===== src/design/pidtc_pkg.sv =====
`timescale 1ns / 1ps
// pidtc_pkg.sv: widths, constants and types shared by the PID temperature controller.
// No dependencies; imported by every module of the block.
package pidtc_pkg;

    // field and datapath widths
    localparam int SAMPLE_W = 10;
    localparam int TEMP_W   = 17;
    localparam int DUTY_W   = 12;
    localparam int GAIN_W   = 16;
    localparam int ERR_W    = TEMP_W + 1;
    localparam int DIFF_W   = ERR_W + 1;
    localparam int DERIV_W  = 23;
    localparam int ACC_W    = 32;
    localparam int QUOT_W   = 14;
    localparam int U_W      = 48;
    localparam int CFG_W    = 17;

    localparam int CAL_SAMPLES_DEFAULT = 120;

    // sample to Q.8 degrees: 84480/1023 = 82 + 594/1023, rounded
    localparam int TEMP_INT         = 82;
    localparam int TEMP_FRAC        = 594;
    localparam int TEMP_RND         = 512;   // 511 for rounding, plus one for the reciprocal
    localparam int FRAC_W           = 20;
    localparam int RECIP_1023       = 1025;  // 1025 / 2^20 is just under 1/1023
    localparam int RECIP_1023_SHIFT = 20;

    // magnitude / 10 by reciprocal, exact below 2^18
    localparam int RECIP_10       = 209716;
    localparam int RECIP_10_SHIFT = 21;

    localparam int DERIV_SCALE    = 10;
    localparam int SETPOINT_RESET = 19968;
    localparam int CAL_DUTY       = 1500;
    localparam int DUTY_MAX       = 3000;
    localparam int DUTY_SCALE     = 30;
    localparam int U_FRAC_BITS    = 16;
    localparam int U_LIMIT        = 100 * 65536;
    localparam int MID_W          = 23;      // u in the middle band fits here

    typedef enum logic [1:0] {
        CFG_SETPOINT,
        CFG_GAIN_P,
        CFG_GAIN_I,
        CFG_GAIN_D
    } cfg_index_t;

    typedef struct packed {
        logic [TEMP_W-1:0]        setpoint;
        logic signed [GAIN_W-1:0] gain_p;
        logic signed [GAIN_W-1:0] gain_i;
        logic signed [GAIN_W-1:0] gain_d;
    } pidtc_cfg_t;

    // control-law word handed to the mixing pipeline
    typedef struct packed {
        logic [TEMP_W-1:0]         temp;
        logic                      calibrating;
        logic                      cal_end;
        logic signed [ERR_W-1:0]   err;
        logic signed [ACC_W-1:0]   acc;
        logic signed [DERIV_W-1:0] deriv;
    } pidtc_law_t;

endpackage


===== src/design/pidtc_cfg.sv =====
`timescale 1ns / 1ps
// pidtc_cfg.sv: configuration register file (setpoint and the three gains).
// Depends on pidtc_pkg.
module pidtc_cfg (
    input  logic                          clk,
    input  logic                          rst_n,
    input  logic                          valid,
    output logic                          ready,
    input  pidtc_pkg::cfg_index_t         index,
    input  logic [pidtc_pkg::CFG_W-1:0]   data,
    output pidtc_pkg::pidtc_cfg_t         cfg
);
    import pidtc_pkg::*;

    logic [TEMP_W-1:0]        setpoint_reg;
    logic signed [GAIN_W-1:0] gain_p_reg;
    logic signed [GAIN_W-1:0] gain_i_reg;
    logic signed [GAIN_W-1:0] gain_d_reg;

    // writes are always taken
    assign ready = 1'b1;

    // register decode
    always_ff @(posedge clk or negedge rst_n)
    begin
        if (!rst_n)
        begin
            setpoint_reg <= TEMP_W'(SETPOINT_RESET);
            gain_p_reg   <= '0;
            gain_i_reg   <= '0;
            gain_d_reg   <= '0;
        end
        else if (valid)
        begin
            unique case (index)
                CFG_SETPOINT: setpoint_reg <= data[TEMP_W-1:0];
                CFG_GAIN_P:   gain_p_reg   <= data[GAIN_W-1:0];
                CFG_GAIN_I:   gain_i_reg   <= data[GAIN_W-1:0];
                CFG_GAIN_D:   gain_d_reg   <= data[GAIN_W-1:0];
            endcase
        end
    end

    assign cfg.setpoint = setpoint_reg;
    assign cfg.gain_p   = gain_p_reg;
    assign cfg.gain_i   = gain_i_reg;
    assign cfg.gain_d   = gain_d_reg;

endmodule


===== src/design/pidtc_scale.sv =====
`timescale 1ns / 1ps
// pidtc_scale.sv: input register and two-stage sample-to-temperature scaling.
// Depends on pidtc_pkg.
module pidtc_scale (
    input  logic                           clk,
    input  logic                           rst_n,
    input  logic                           in_valid,
    output logic                           in_ready,
    input  logic [pidtc_pkg::SAMPLE_W-1:0] sample,
    output logic                           out_valid,
    input  logic                           out_ready,
    output logic [pidtc_pkg::TEMP_W-1:0]   temp
);
    import pidtc_pkg::*;

    localparam int PROD_W = FRAC_W + 11;

    logic s1_valid_reg, s2_valid_reg, s3_valid_reg;
    logic s1_ready, s2_ready, s3_ready;

    logic [SAMPLE_W-1:0] sample_reg;
    logic [FRAC_W-1:0]   frac_reg, frac_next;
    logic [TEMP_W-1:0]   base_reg, base_next;
    logic [TEMP_W-1:0]   temp_reg, temp_next;
    logic [PROD_W-1:0]   recip_prod;

    // ready chain: a stage takes a word when empty or when it drains
    assign s3_ready = !s3_valid_reg || out_ready;
    assign s2_ready = !s2_valid_reg || s3_ready;
    assign s1_ready = !s1_valid_reg || s2_ready;
    assign in_ready = s1_ready;

    // T = 82*s + floor((594*s + 511) / 1023)
    assign base_next  = TEMP_W'(sample_reg) * TEMP_W'(TEMP_INT);
    assign frac_next  = FRAC_W'(sample_reg) * FRAC_W'(TEMP_FRAC) + FRAC_W'(TEMP_RND);
    assign recip_prod = PROD_W'(frac_reg) * PROD_W'(RECIP_1023);
    assign temp_next  = base_reg + TEMP_W'(recip_prod[PROD_W-1:RECIP_1023_SHIFT]);

    // stage valids
    always_ff @(posedge clk or negedge rst_n)
    begin
        if (!rst_n)
        begin
            s1_valid_reg <= 1'b0;
            s2_valid_reg <= 1'b0;
            s3_valid_reg <= 1'b0;
        end
        else
        begin
            if (s1_ready)
            begin
                s1_valid_reg <= in_valid;
            end
            if (s2_ready)
            begin
                s2_valid_reg <= s1_valid_reg;
            end
            if (s3_ready)
            begin
                s3_valid_reg <= s2_valid_reg;
            end
        end
    end

    // stage payloads
    always_ff @(posedge clk)
    begin
        if (in_valid && s1_ready)
        begin
            sample_reg <= sample;
        end
        if (s1_valid_reg && s2_ready)
        begin
            frac_reg <= frac_next;
            base_reg <= base_next;
        end
        if (s2_valid_reg && s3_ready)
        begin
            temp_reg <= temp_next;
        end
    end

    assign out_valid = s3_valid_reg;
    assign temp      = temp_reg;

endmodule


===== src/design/pidtc_law.sv =====
`timescale 1ns / 1ps
// pidtc_law.sv: calibration count, error, derivative and saturating integral.
// Depends on pidtc_pkg. Holds all state that carries from one sample to the next.
module pidtc_law #(
    parameter int CAL_SAMPLES = pidtc_pkg::CAL_SAMPLES_DEFAULT
) (
    input  logic                         clk,
    input  logic                         rst_n,
    input  logic [pidtc_pkg::TEMP_W-1:0] setpoint,
    input  logic                         in_valid,
    output logic                         in_ready,
    input  logic [pidtc_pkg::TEMP_W-1:0] temp,
    output logic                         out_valid,
    input  logic                         out_ready,
    output pidtc_pkg::pidtc_law_t        word
);
    import pidtc_pkg::*;

    localparam int COUNT_W = $clog2(CAL_SAMPLES + 1);
    localparam int QPROD_W = TEMP_W + 18;
    localparam int SUM_W   = ACC_W + 1;

    // carried state
    logic [COUNT_W-1:0]      count_reg;
    logic signed [ERR_W-1:0] prev_err_reg;
    logic signed [ACC_W-1:0] integral_reg;

    // stage A: error terms
    logic                      a_valid_reg;
    logic                      a_ready;
    logic [TEMP_W-1:0]         a_temp_reg;
    logic                      a_cal_reg;
    logic                      a_end_reg;
    logic signed [ERR_W-1:0]   a_err_reg;
    logic [QUOT_W-1:0]         a_quot_reg;
    logic                      a_neg_reg;
    logic signed [DERIV_W-1:0] a_deriv_reg;

    // stage B: finished word
    logic       b_valid_reg;
    logic       b_ready;
    pidtc_law_t b_word_reg;

    logic                      cal_now;
    logic [COUNT_W-1:0]        count_inc;
    logic                      cal_end;
    logic signed [ERR_W-1:0]   err;
    logic [TEMP_W-1:0]         err_mag;
    logic [QPROD_W-1:0]        quot_prod;
    logic signed [DIFF_W-1:0]  diff;
    logic signed [DERIV_W-1:0] deriv;
    logic signed [SUM_W-1:0]   quot_ext;
    logic signed [SUM_W-1:0]   quot_s;
    logic signed [SUM_W-1:0]   acc_sum;
    logic signed [ACC_W-1:0]   acc_sat;

    assign b_ready  = !b_valid_reg || out_ready;
    assign a_ready  = !a_valid_reg || b_ready;
    assign in_ready = a_ready;

    // calibration phase bookkeeping
    assign cal_now   = count_reg < COUNT_W'(CAL_SAMPLES);
    assign count_inc = count_reg + 1'b1;
    assign cal_end   = count_inc == COUNT_W'(CAL_SAMPLES);

    // error, |error|/10 by reciprocal, derivative
    assign err       = ERR_W'(setpoint) - ERR_W'(temp);
    assign err_mag   = err[ERR_W-1] ? TEMP_W'(-err) : err[TEMP_W-1:0];
    assign quot_prod = QPROD_W'(err_mag) * QPROD_W'(RECIP_10);
    assign diff      = DIFF_W'(err) - DIFF_W'(prev_err_reg);
    assign deriv     = DERIV_W'(diff) * DERIV_W'(DERIV_SCALE);

    // integral: signed quotient (truncated toward zero), saturating add
    assign quot_ext = {{(SUM_W - QUOT_W){1'b0}}, a_quot_reg};
    assign quot_s   = a_neg_reg ? -quot_ext : quot_ext;
    assign acc_sum  = SUM_W'(integral_reg) + quot_s;

    always_comb
    begin
        if (acc_sum[SUM_W-1] != acc_sum[ACC_W-1])
        begin
            acc_sat = acc_sum[SUM_W-1] ? {1'b1, {(ACC_W-1){1'b0}}}
                                       : {1'b0, {(ACC_W-1){1'b1}}};
        end
        else
        begin
            acc_sat = acc_sum[ACC_W-1:0];
        end
    end

    // control state: valids, count, previous error, integral
    always_ff @(posedge clk or negedge rst_n)
    begin
        if (!rst_n)
        begin
            a_valid_reg  <= 1'b0;
            b_valid_reg  <= 1'b0;
            count_reg    <= '0;
            prev_err_reg <= '0;
            integral_reg <= '0;
        end
        else
        begin
            if (a_ready)
            begin
                a_valid_reg <= in_valid;
            end
            if (b_ready)
            begin
                b_valid_reg <= a_valid_reg;
            end
            if (in_valid && a_ready)
            begin
                if (cal_now)
                begin
                    count_reg <= count_inc;
                end
                else
                begin
                    prev_err_reg <= err;
                end
            end
            if (a_valid_reg && b_ready && !a_cal_reg)
            begin
                integral_reg <= acc_sat;
            end
        end
    end

    // stage payloads
    always_ff @(posedge clk)
    begin
        if (in_valid && a_ready)
        begin
            a_temp_reg  <= temp;
            a_cal_reg   <= cal_now;
            a_end_reg   <= cal_end;
            a_err_reg   <= err;
            a_quot_reg  <= quot_prod[QPROD_W-1:RECIP_10_SHIFT];
            a_neg_reg   <= err[ERR_W-1];
            a_deriv_reg <= deriv;
        end
        if (a_valid_reg && b_ready)
        begin
            b_word_reg.temp        <= a_temp_reg;
            b_word_reg.calibrating <= a_cal_reg;
            b_word_reg.cal_end     <= a_end_reg;
            b_word_reg.err         <= a_err_reg;
            b_word_reg.acc         <= acc_sat;
            b_word_reg.deriv       <= a_deriv_reg;
        end
    end

    assign out_valid = b_valid_reg;
    assign word      = b_word_reg;

endmodule


===== src/design/pidtc_mix.sv =====
`timescale 1ns / 1ps
// pidtc_mix.sv: gain products, control sum, duty clamp/scale and the output register.
// Depends on pidtc_pkg.
module pidtc_mix (
    input  logic                                clk,
    input  logic                                rst_n,
    input  logic signed [pidtc_pkg::GAIN_W-1:0] gain_p,
    input  logic signed [pidtc_pkg::GAIN_W-1:0] gain_i,
    input  logic signed [pidtc_pkg::GAIN_W-1:0] gain_d,
    input  logic                                in_valid,
    output logic                                in_ready,
    input  pidtc_pkg::pidtc_law_t               word,
    output logic                                out_valid,
    input  logic                                out_ready,
    output logic [pidtc_pkg::DUTY_W-1:0]        duty,
    output logic [pidtc_pkg::TEMP_W-1:0]        temperature,
    output logic                                calibrating
);
    import pidtc_pkg::*;

    localparam int PROP_W   = GAIN_W + ERR_W;
    localparam int INTG_W   = GAIN_W + ACC_W;
    localparam int DER_W    = GAIN_W + DERIV_W;
    localparam int SCALED_W = MID_W + 5;

    // stage P: products
    logic                     p_valid_reg;
    logic                     p_ready;
    logic [TEMP_W-1:0]        p_temp_reg;
    logic                     p_cal_reg;
    logic                     p_end_reg;
    logic signed [PROP_W-1:0] p_prop_reg, prop_next;
    logic signed [INTG_W-1:0] p_intg_reg, intg_next;
    logic signed [DER_W-1:0]  p_der_reg, der_next;

    // stage U: control value
    logic                  u_valid_reg;
    logic                  u_ready;
    logic [TEMP_W-1:0]     u_temp_reg;
    logic                  u_cal_reg;
    logic                  u_end_reg;
    logic signed [U_W-1:0] u_reg, u_next;

    // stage O: output register
    logic               o_valid_reg;
    logic               o_ready;
    logic [DUTY_W-1:0]  duty_reg, duty_next;
    logic [TEMP_W-1:0]  temp_reg;
    logic               cal_reg;

    logic                over_limit;
    logic                below_zero;
    logic [SCALED_W-1:0] scaled;

    assign o_ready  = !o_valid_reg || out_ready;
    assign u_ready  = !u_valid_reg || o_ready;
    assign p_ready  = !p_valid_reg || u_ready;
    assign in_ready = p_ready;

    // Q8.8 gain times Q.8 operand gives Q.16
    assign prop_next = PROP_W'(gain_p) * PROP_W'(word.err);
    assign intg_next = INTG_W'(gain_i) * INTG_W'(word.acc);
    assign der_next  = DER_W'(gain_d) * DER_W'(word.deriv);

    assign u_next = U_W'(p_prop_reg) + U_W'(p_intg_reg) + U_W'(p_der_reg);

    // clamp bands; middle band is floor(u * 30) with u in Q.16
    assign over_limit = u_reg > U_W'(U_LIMIT);
    assign below_zero = u_reg[U_W-1];
    assign scaled     = SCALED_W'(u_reg[MID_W-1:0]) * SCALED_W'(DUTY_SCALE);

    always_comb
    begin
        if (u_cal_reg)
        begin
            duty_next = u_end_reg ? DUTY_W'(CAL_DUTY) : '0;
        end
        else if (over_limit)
        begin
            duty_next = DUTY_W'(DUTY_MAX);
        end
        else if (below_zero)
        begin
            duty_next = '0;
        end
        else
        begin
            duty_next = scaled[SCALED_W-1:U_FRAC_BITS];
        end
    end

    // stage valids
    always_ff @(posedge clk or negedge rst_n)
    begin
        if (!rst_n)
        begin
            p_valid_reg <= 1'b0;
            u_valid_reg <= 1'b0;
            o_valid_reg <= 1'b0;
        end
        else
        begin
            if (p_ready)
            begin
                p_valid_reg <= in_valid;
            end
            if (u_ready)
            begin
                u_valid_reg <= p_valid_reg;
            end
            if (o_ready)
            begin
                o_valid_reg <= u_valid_reg;
            end
        end
    end

    // stage payloads
    always_ff @(posedge clk)
    begin
        if (in_valid && p_ready)
        begin
            p_temp_reg <= word.temp;
            p_cal_reg  <= word.calibrating;
            p_end_reg  <= word.cal_end;
            p_prop_reg <= prop_next;
            p_intg_reg <= intg_next;
            p_der_reg  <= der_next;
        end
        if (p_valid_reg && u_ready)
        begin
            u_temp_reg <= p_temp_reg;
            u_cal_reg  <= p_cal_reg;
            u_end_reg  <= p_end_reg;
            u_reg      <= u_next;
        end
        if (u_valid_reg && o_ready)
        begin
            duty_reg <= duty_next;
            temp_reg <= u_temp_reg;
            cal_reg  <= u_cal_reg;
        end
    end

    assign out_valid   = o_valid_reg;
    assign duty        = duty_reg;
    assign temperature = temp_reg;
    assign calibrating = cal_reg;

endmodule


===== src/design/pid_temperature_controller.sv =====
`timescale 1ns / 1ps
// pid_temperature_controller.sv: top level of the PID temperature controller.
// Depends on pidtc_pkg, pidtc_cfg, pidtc_scale, pidtc_law and pidtc_mix.

// Takes one 10-bit sensor sample per word and returns one word with the scaled
// temperature (Q.8 degrees), the PWM duty and a calibration flag. The first
// CAL_SAMPLES words only count (duty 0, and 1500 on the last of them); after
// that each word runs one PID step with saturating integral and clamped duty.
// The datapath is an eight-register pipeline (scale s1-s3, law A and B, mix P,
// U and O): a new sample can be accepted every cycle while in_stall is low. The
// counter, previous error and integral are each read and updated within a single
// stage, so consecutive samples follow back to back. in_stall rises only when the
// output word is stalled and the pipeline is full. The user must write registers
// only while no samples are in flight (not enforced); writes are never held off.
module pid_temperature_controller #(
    parameter int CAL_SAMPLES = pidtc_pkg::CAL_SAMPLES_DEFAULT
) (
    input  logic                           clk,
    input  logic                           rst_n,
    input  logic                           in_valid,
    output logic                           in_stall,
    input  logic [pidtc_pkg::SAMPLE_W-1:0] adc_sample,
    output logic                           out_valid,
    input  logic                           out_stall,
    output logic [pidtc_pkg::DUTY_W-1:0]   duty,
    output logic [pidtc_pkg::TEMP_W-1:0]   temperature,
    output logic                           calibrating,
    input  logic                           cfg_valid,
    output logic                           cfg_ready,
    input  pidtc_pkg::cfg_index_t          cfg_index,
    input  logic [pidtc_pkg::CFG_W-1:0]    cfg_data
);
    import pidtc_pkg::*;

    pidtc_cfg_t        cfg;
    logic              scale_in_ready;
    logic              scale_valid;
    logic              law_in_ready;
    logic [TEMP_W-1:0] scale_temp;
    logic              law_valid;
    logic              mix_in_ready;
    pidtc_law_t        law_word;

    assign in_stall = !scale_in_ready;

    // configuration registers
    pidtc_cfg u_cfg (
        .clk   (clk),
        .rst_n (rst_n),
        .valid (cfg_valid),
        .ready (cfg_ready),
        .index (cfg_index),
        .data  (cfg_data),
        .cfg   (cfg)
    );

    // sample scaling
    pidtc_scale u_scale (
        .clk       (clk),
        .rst_n     (rst_n),
        .in_valid  (in_valid),
        .in_ready  (scale_in_ready),
        .sample    (adc_sample),
        .out_valid (scale_valid),
        .out_ready (law_in_ready),
        .temp      (scale_temp)
    );

    // calibration and error terms
    pidtc_law #(
        .CAL_SAMPLES (CAL_SAMPLES)
    ) u_law (
        .clk       (clk),
        .rst_n     (rst_n),
        .setpoint  (cfg.setpoint),
        .in_valid  (scale_valid),
        .in_ready  (law_in_ready),
        .temp      (scale_temp),
        .out_valid (law_valid),
        .out_ready (mix_in_ready),
        .word      (law_word)
    );

    // gains, sum and duty
    pidtc_mix u_mix (
        .clk         (clk),
        .rst_n       (rst_n),
        .gain_p      (cfg.gain_p),
        .gain_i      (cfg.gain_i),
        .gain_d      (cfg.gain_d),
        .in_valid    (law_valid),
        .in_ready    (mix_in_ready),
        .word        (law_word),
        .out_valid   (out_valid),
        .out_ready   (!out_stall),
        .duty        (duty),
        .temperature (temperature),
        .calibrating (calibrating)
    );

endmodule


===== config.mk =====
export PLATFORM = sky130hd
export DESIGN_NAME = pid_temperature_controller
export DESIGN_NICKNAME = d
export VERILOG_FILES = /design/src/design/pidtc_pkg.sv /design/src/design/pidtc_cfg.sv /design/src/design/pidtc_scale.sv /design/src/design/pidtc_law.sv /design/src/design/pidtc_mix.sv /design/src/design/pid_temperature_controller.sv
export SDC_FILE = /design/constraint.sdc
export NUM_CORES = 2
export LEC_CHECK = 0
export BUFFER_PORTS_ARGS = -buffer_cell sky130_fd_sc_hd__clkbuf_2
export CAP_MARGIN = 10
export CORE_UTILIZATION = 50
export CTS_CLUSTER_DIAMETER = 60
export CTS_CLUSTER_SIZE = 8
export DETAILED_ROUTE_END_ITERATION = 8
export GPL_TIMING_DRIVEN = 0
export PLACE_DENSITY = 0.61
export SYNTH_ARGS = -nofsm -noshare
export SYNTH_HDL_FRONTEND = slang
export SYNTH_SLANG_ARGS = --single-unit

===== constraint.sdc =====
create_clock -name clk -period 9.5 [get_ports clk]
set_clock_uncertainty 0.15 [all_clocks]
set_input_delay 1.9 -clock clk [delete_from_list [all_inputs] [get_ports clk]]
set_output_delay 1.9 -clock clk [all_outputs]
set_load 0.02 [all_outputs]

==> impl_metrics.yaml <==
run_status:
  status: "finished, violations left"
  failed_checks: "DRC"
floorplan:
  rows: 144
  dieArea_um2: 157600
  start_util_pct: 50.52
  coreArea_um2: 154400
  die_x_um: 397.0
  ios: 67
  die_h_um: 397.0
yosys:
  yosysSeqAreaShare_pct: 21.73
  syn_avg_cell_area_um2: 10.24
  yosys_warnings: 0
  synth_cell_type_count: 81
  synthArstFlopShare_pct: 22.18
  syn_nets: 9691
  synth.top_cell.area_share_pct: 33.77
  synth_edf_count: 456
  synth_seq_cells: 586
  synth_area_leaders: "fa_1 (34%), edfxtp_1 (18%), ha_1 (12%), inv_1 (7.3%), nand2_1 (4.1%)"
  synthCells: 7614
  yosys.area.top_type: "fa_1"
  synth_area_um2: 78000
  ys.flop_type: "edfxtp_1"
global_routing:
  antenna_found_initial: 15
  overflow: 0
  grt_max_degree: 86
  grt_pass1_wl_um: 324200
  grt_pass1_vias: 56340
  grt_util_all_layers_pct: 27.04
timing:
  setup_viol: 0
  worstMarginPinSlew_ps: 1252
  slew_violations: 0
  period_minus_slack_ps: 9154
  setup_tns_ps: 0
  period_share_pct: 96.36
  max_slew_margin_pct: 15.91
  hold_violations: 0
  fmax_mhz: 109.2
route:
  topRoutingLayerUsed: "met5"
  drt_iter0_drc: 3410
  wire_per_inst_um: 20.66
  vias: 53280
  postRouteAntennaNets: 0
  met3_length_um: 15240
  remaining_drc_errors: 8
  met1_length_um: 87930
  avgViaCountPerCell: 5.373
  met2_length_um: 94690
  drt_first_pass_iters: 8
  wirelength_um: 204900
clock_tree:
  clockBufferDepth: 3
  clock-root-buffer: "clkbuf_16"
  h-tree-depth: 3
  numClockSinks: 586
  cts_tree: "yes"
  ctsHoldBuffers: 0
  cts_made_buffers: 93
  clkTransAtPathRegs_ps: 50
  clk-insertion-delay-late_ps: 730
placement:
  dpl.cell_count: 9731
  dp_hpwl_um: 172300
  gp_congestion: 0.9470
  io_buffers: 65
critical_path:
  end_kind: "flip-flop"
  crit_slowest_cell: "fa_1"
  start_kind: "flip-flop"
  worstPathRequired_ps: 9790
  worstSetupPathType: "reg -> reg"
  max_stage_delay_ps: 550
  arrival_ps: 9450
  r2r_slack_ps: 350
  crit_fanout: 6
  cpMostUsedCell: "fa_1"
cells_and_area:
  drive_gt1_share_pct: 5.310
  instances_no_fill: 9917
  areaGrowthSynthToFinish_pct: 8.636
  fin_util_pct: 54.88
  nNetsFinal: 9884
  layout_common_cells: "inv_1 (1,525), fa_1 (1,316), nand2_1 (859)"
  layout_commonest_cell: "inv_1"
  largest_reg_flops: 91
job:
  maxCapViolCount: 0
worst_hold_path:
  hold_class: "reg -> reg"
final timing paths:
path                                           start              endpoint  cells past startpoint
worst min-delay path            u_law.a_deriv_reg[9]         u_law.word[9]                      0
worst max register to register       u_scale.temp[0]  u_law.a_quot_reg[13]                     30
min in group asynchronous                      rst_n   u_cfg.gain_i_reg[3]                      1
worst max-delay path                 u_scale.temp[0]  u_law.a_quot_reg[13]                     30
max in group asynchronous                      rst_n   u_cfg.gain_d_reg[0]                      2
worst min register to register  u_law.a_deriv_reg[9]         u_law.word[9]                      0
what timing repair did:
action / in CTS / in global routing
setup endpoints to repair: 13 / 9
gates resized for setup: 36 / 35
pin swaps: 4 / 13
setup buffers: 10 / 14
per-layer routing:
metal | GRT usage [%] | vias to the layer above
met5 | 0 | -
met4 | 8.825 | 6
met3 | 4.857 | 291
met2 | 43.44 | 1624
met1 | 37.15 | 26920
li1 | - | 24440
synthesized netlist by cell type, types with 26 or more instances:
library cell	number
a31oi_1	29
a21o_1	139
xnor2_1	261
nor2_1	234
edfxtp_1	456
clkbuf_1	207
o21ai_0	163
ha_1	727
nand2b_1	107
nand4_1	26
and2_1	427
nor3_1	47
dfrtp_1	126
mux2_2	75
inv_1	1526
o21bai_1	45
xor2_1	92
a211oi_1	29
nor2b_1	43
nand2_1	859
a21oi_1	241
nand3_1	65
fa_1	1316
o21a_1	62
and3_1	35
worst max-delay path: cells and delay by family, from the launching register on:
kind            cells  cell delay (ps)
buf+inv             5              340
xor+xnor            2              410
compound gates      9             2150
fa+ha+maj           9             4150
simple gates        5             1130
flops               1              540
final cells by class:
cell class                      count  area [µm²]
Clock buffer                      139        2584
Antenna cell                        1       2.502
Timing Repair Buffer               99       754.5
Tap cell                         2044        2557
Clock inverter                     21       377.9
Multi-Input combinational cell   5286       54950
Fill cell                       13650       69670
Inverter                         1526        5728
Buffer                            215       840.8
Sequential cell                   586       16950
metrics by stage:
stage | hold slack (ps) | instance area, µm² | worst slack, ps
floorplan | 250.3 | 78000 | 1172
global route | 267.0 | 84740 | -61.56
CTS | 256.1 | 84410 | 1.743
detailed placement | 254.5 | 81130 | -1296
finish | 255.7 | 84740 | 345.7
global placement | 250.7 | 80890 | -1155
cell families (layout without fill, tap and decap cells):
group	Yosys count	in the layout	synth area share, %
other cells	1	2	0.004807
xor+xnor	353	353	3.963
buf+inv	1742	2000	8.424
fa+ha+maj	2046	2046	45.47
simple gates	1931	1931	11.90
mux	78	78	1.121
flops	586	586	21.73
compound gates	877	877	7.382
Power is left out: the tool's default activity adds up to more than one toggle a clock period on the data nets, which glitch-free logic cannot reach.
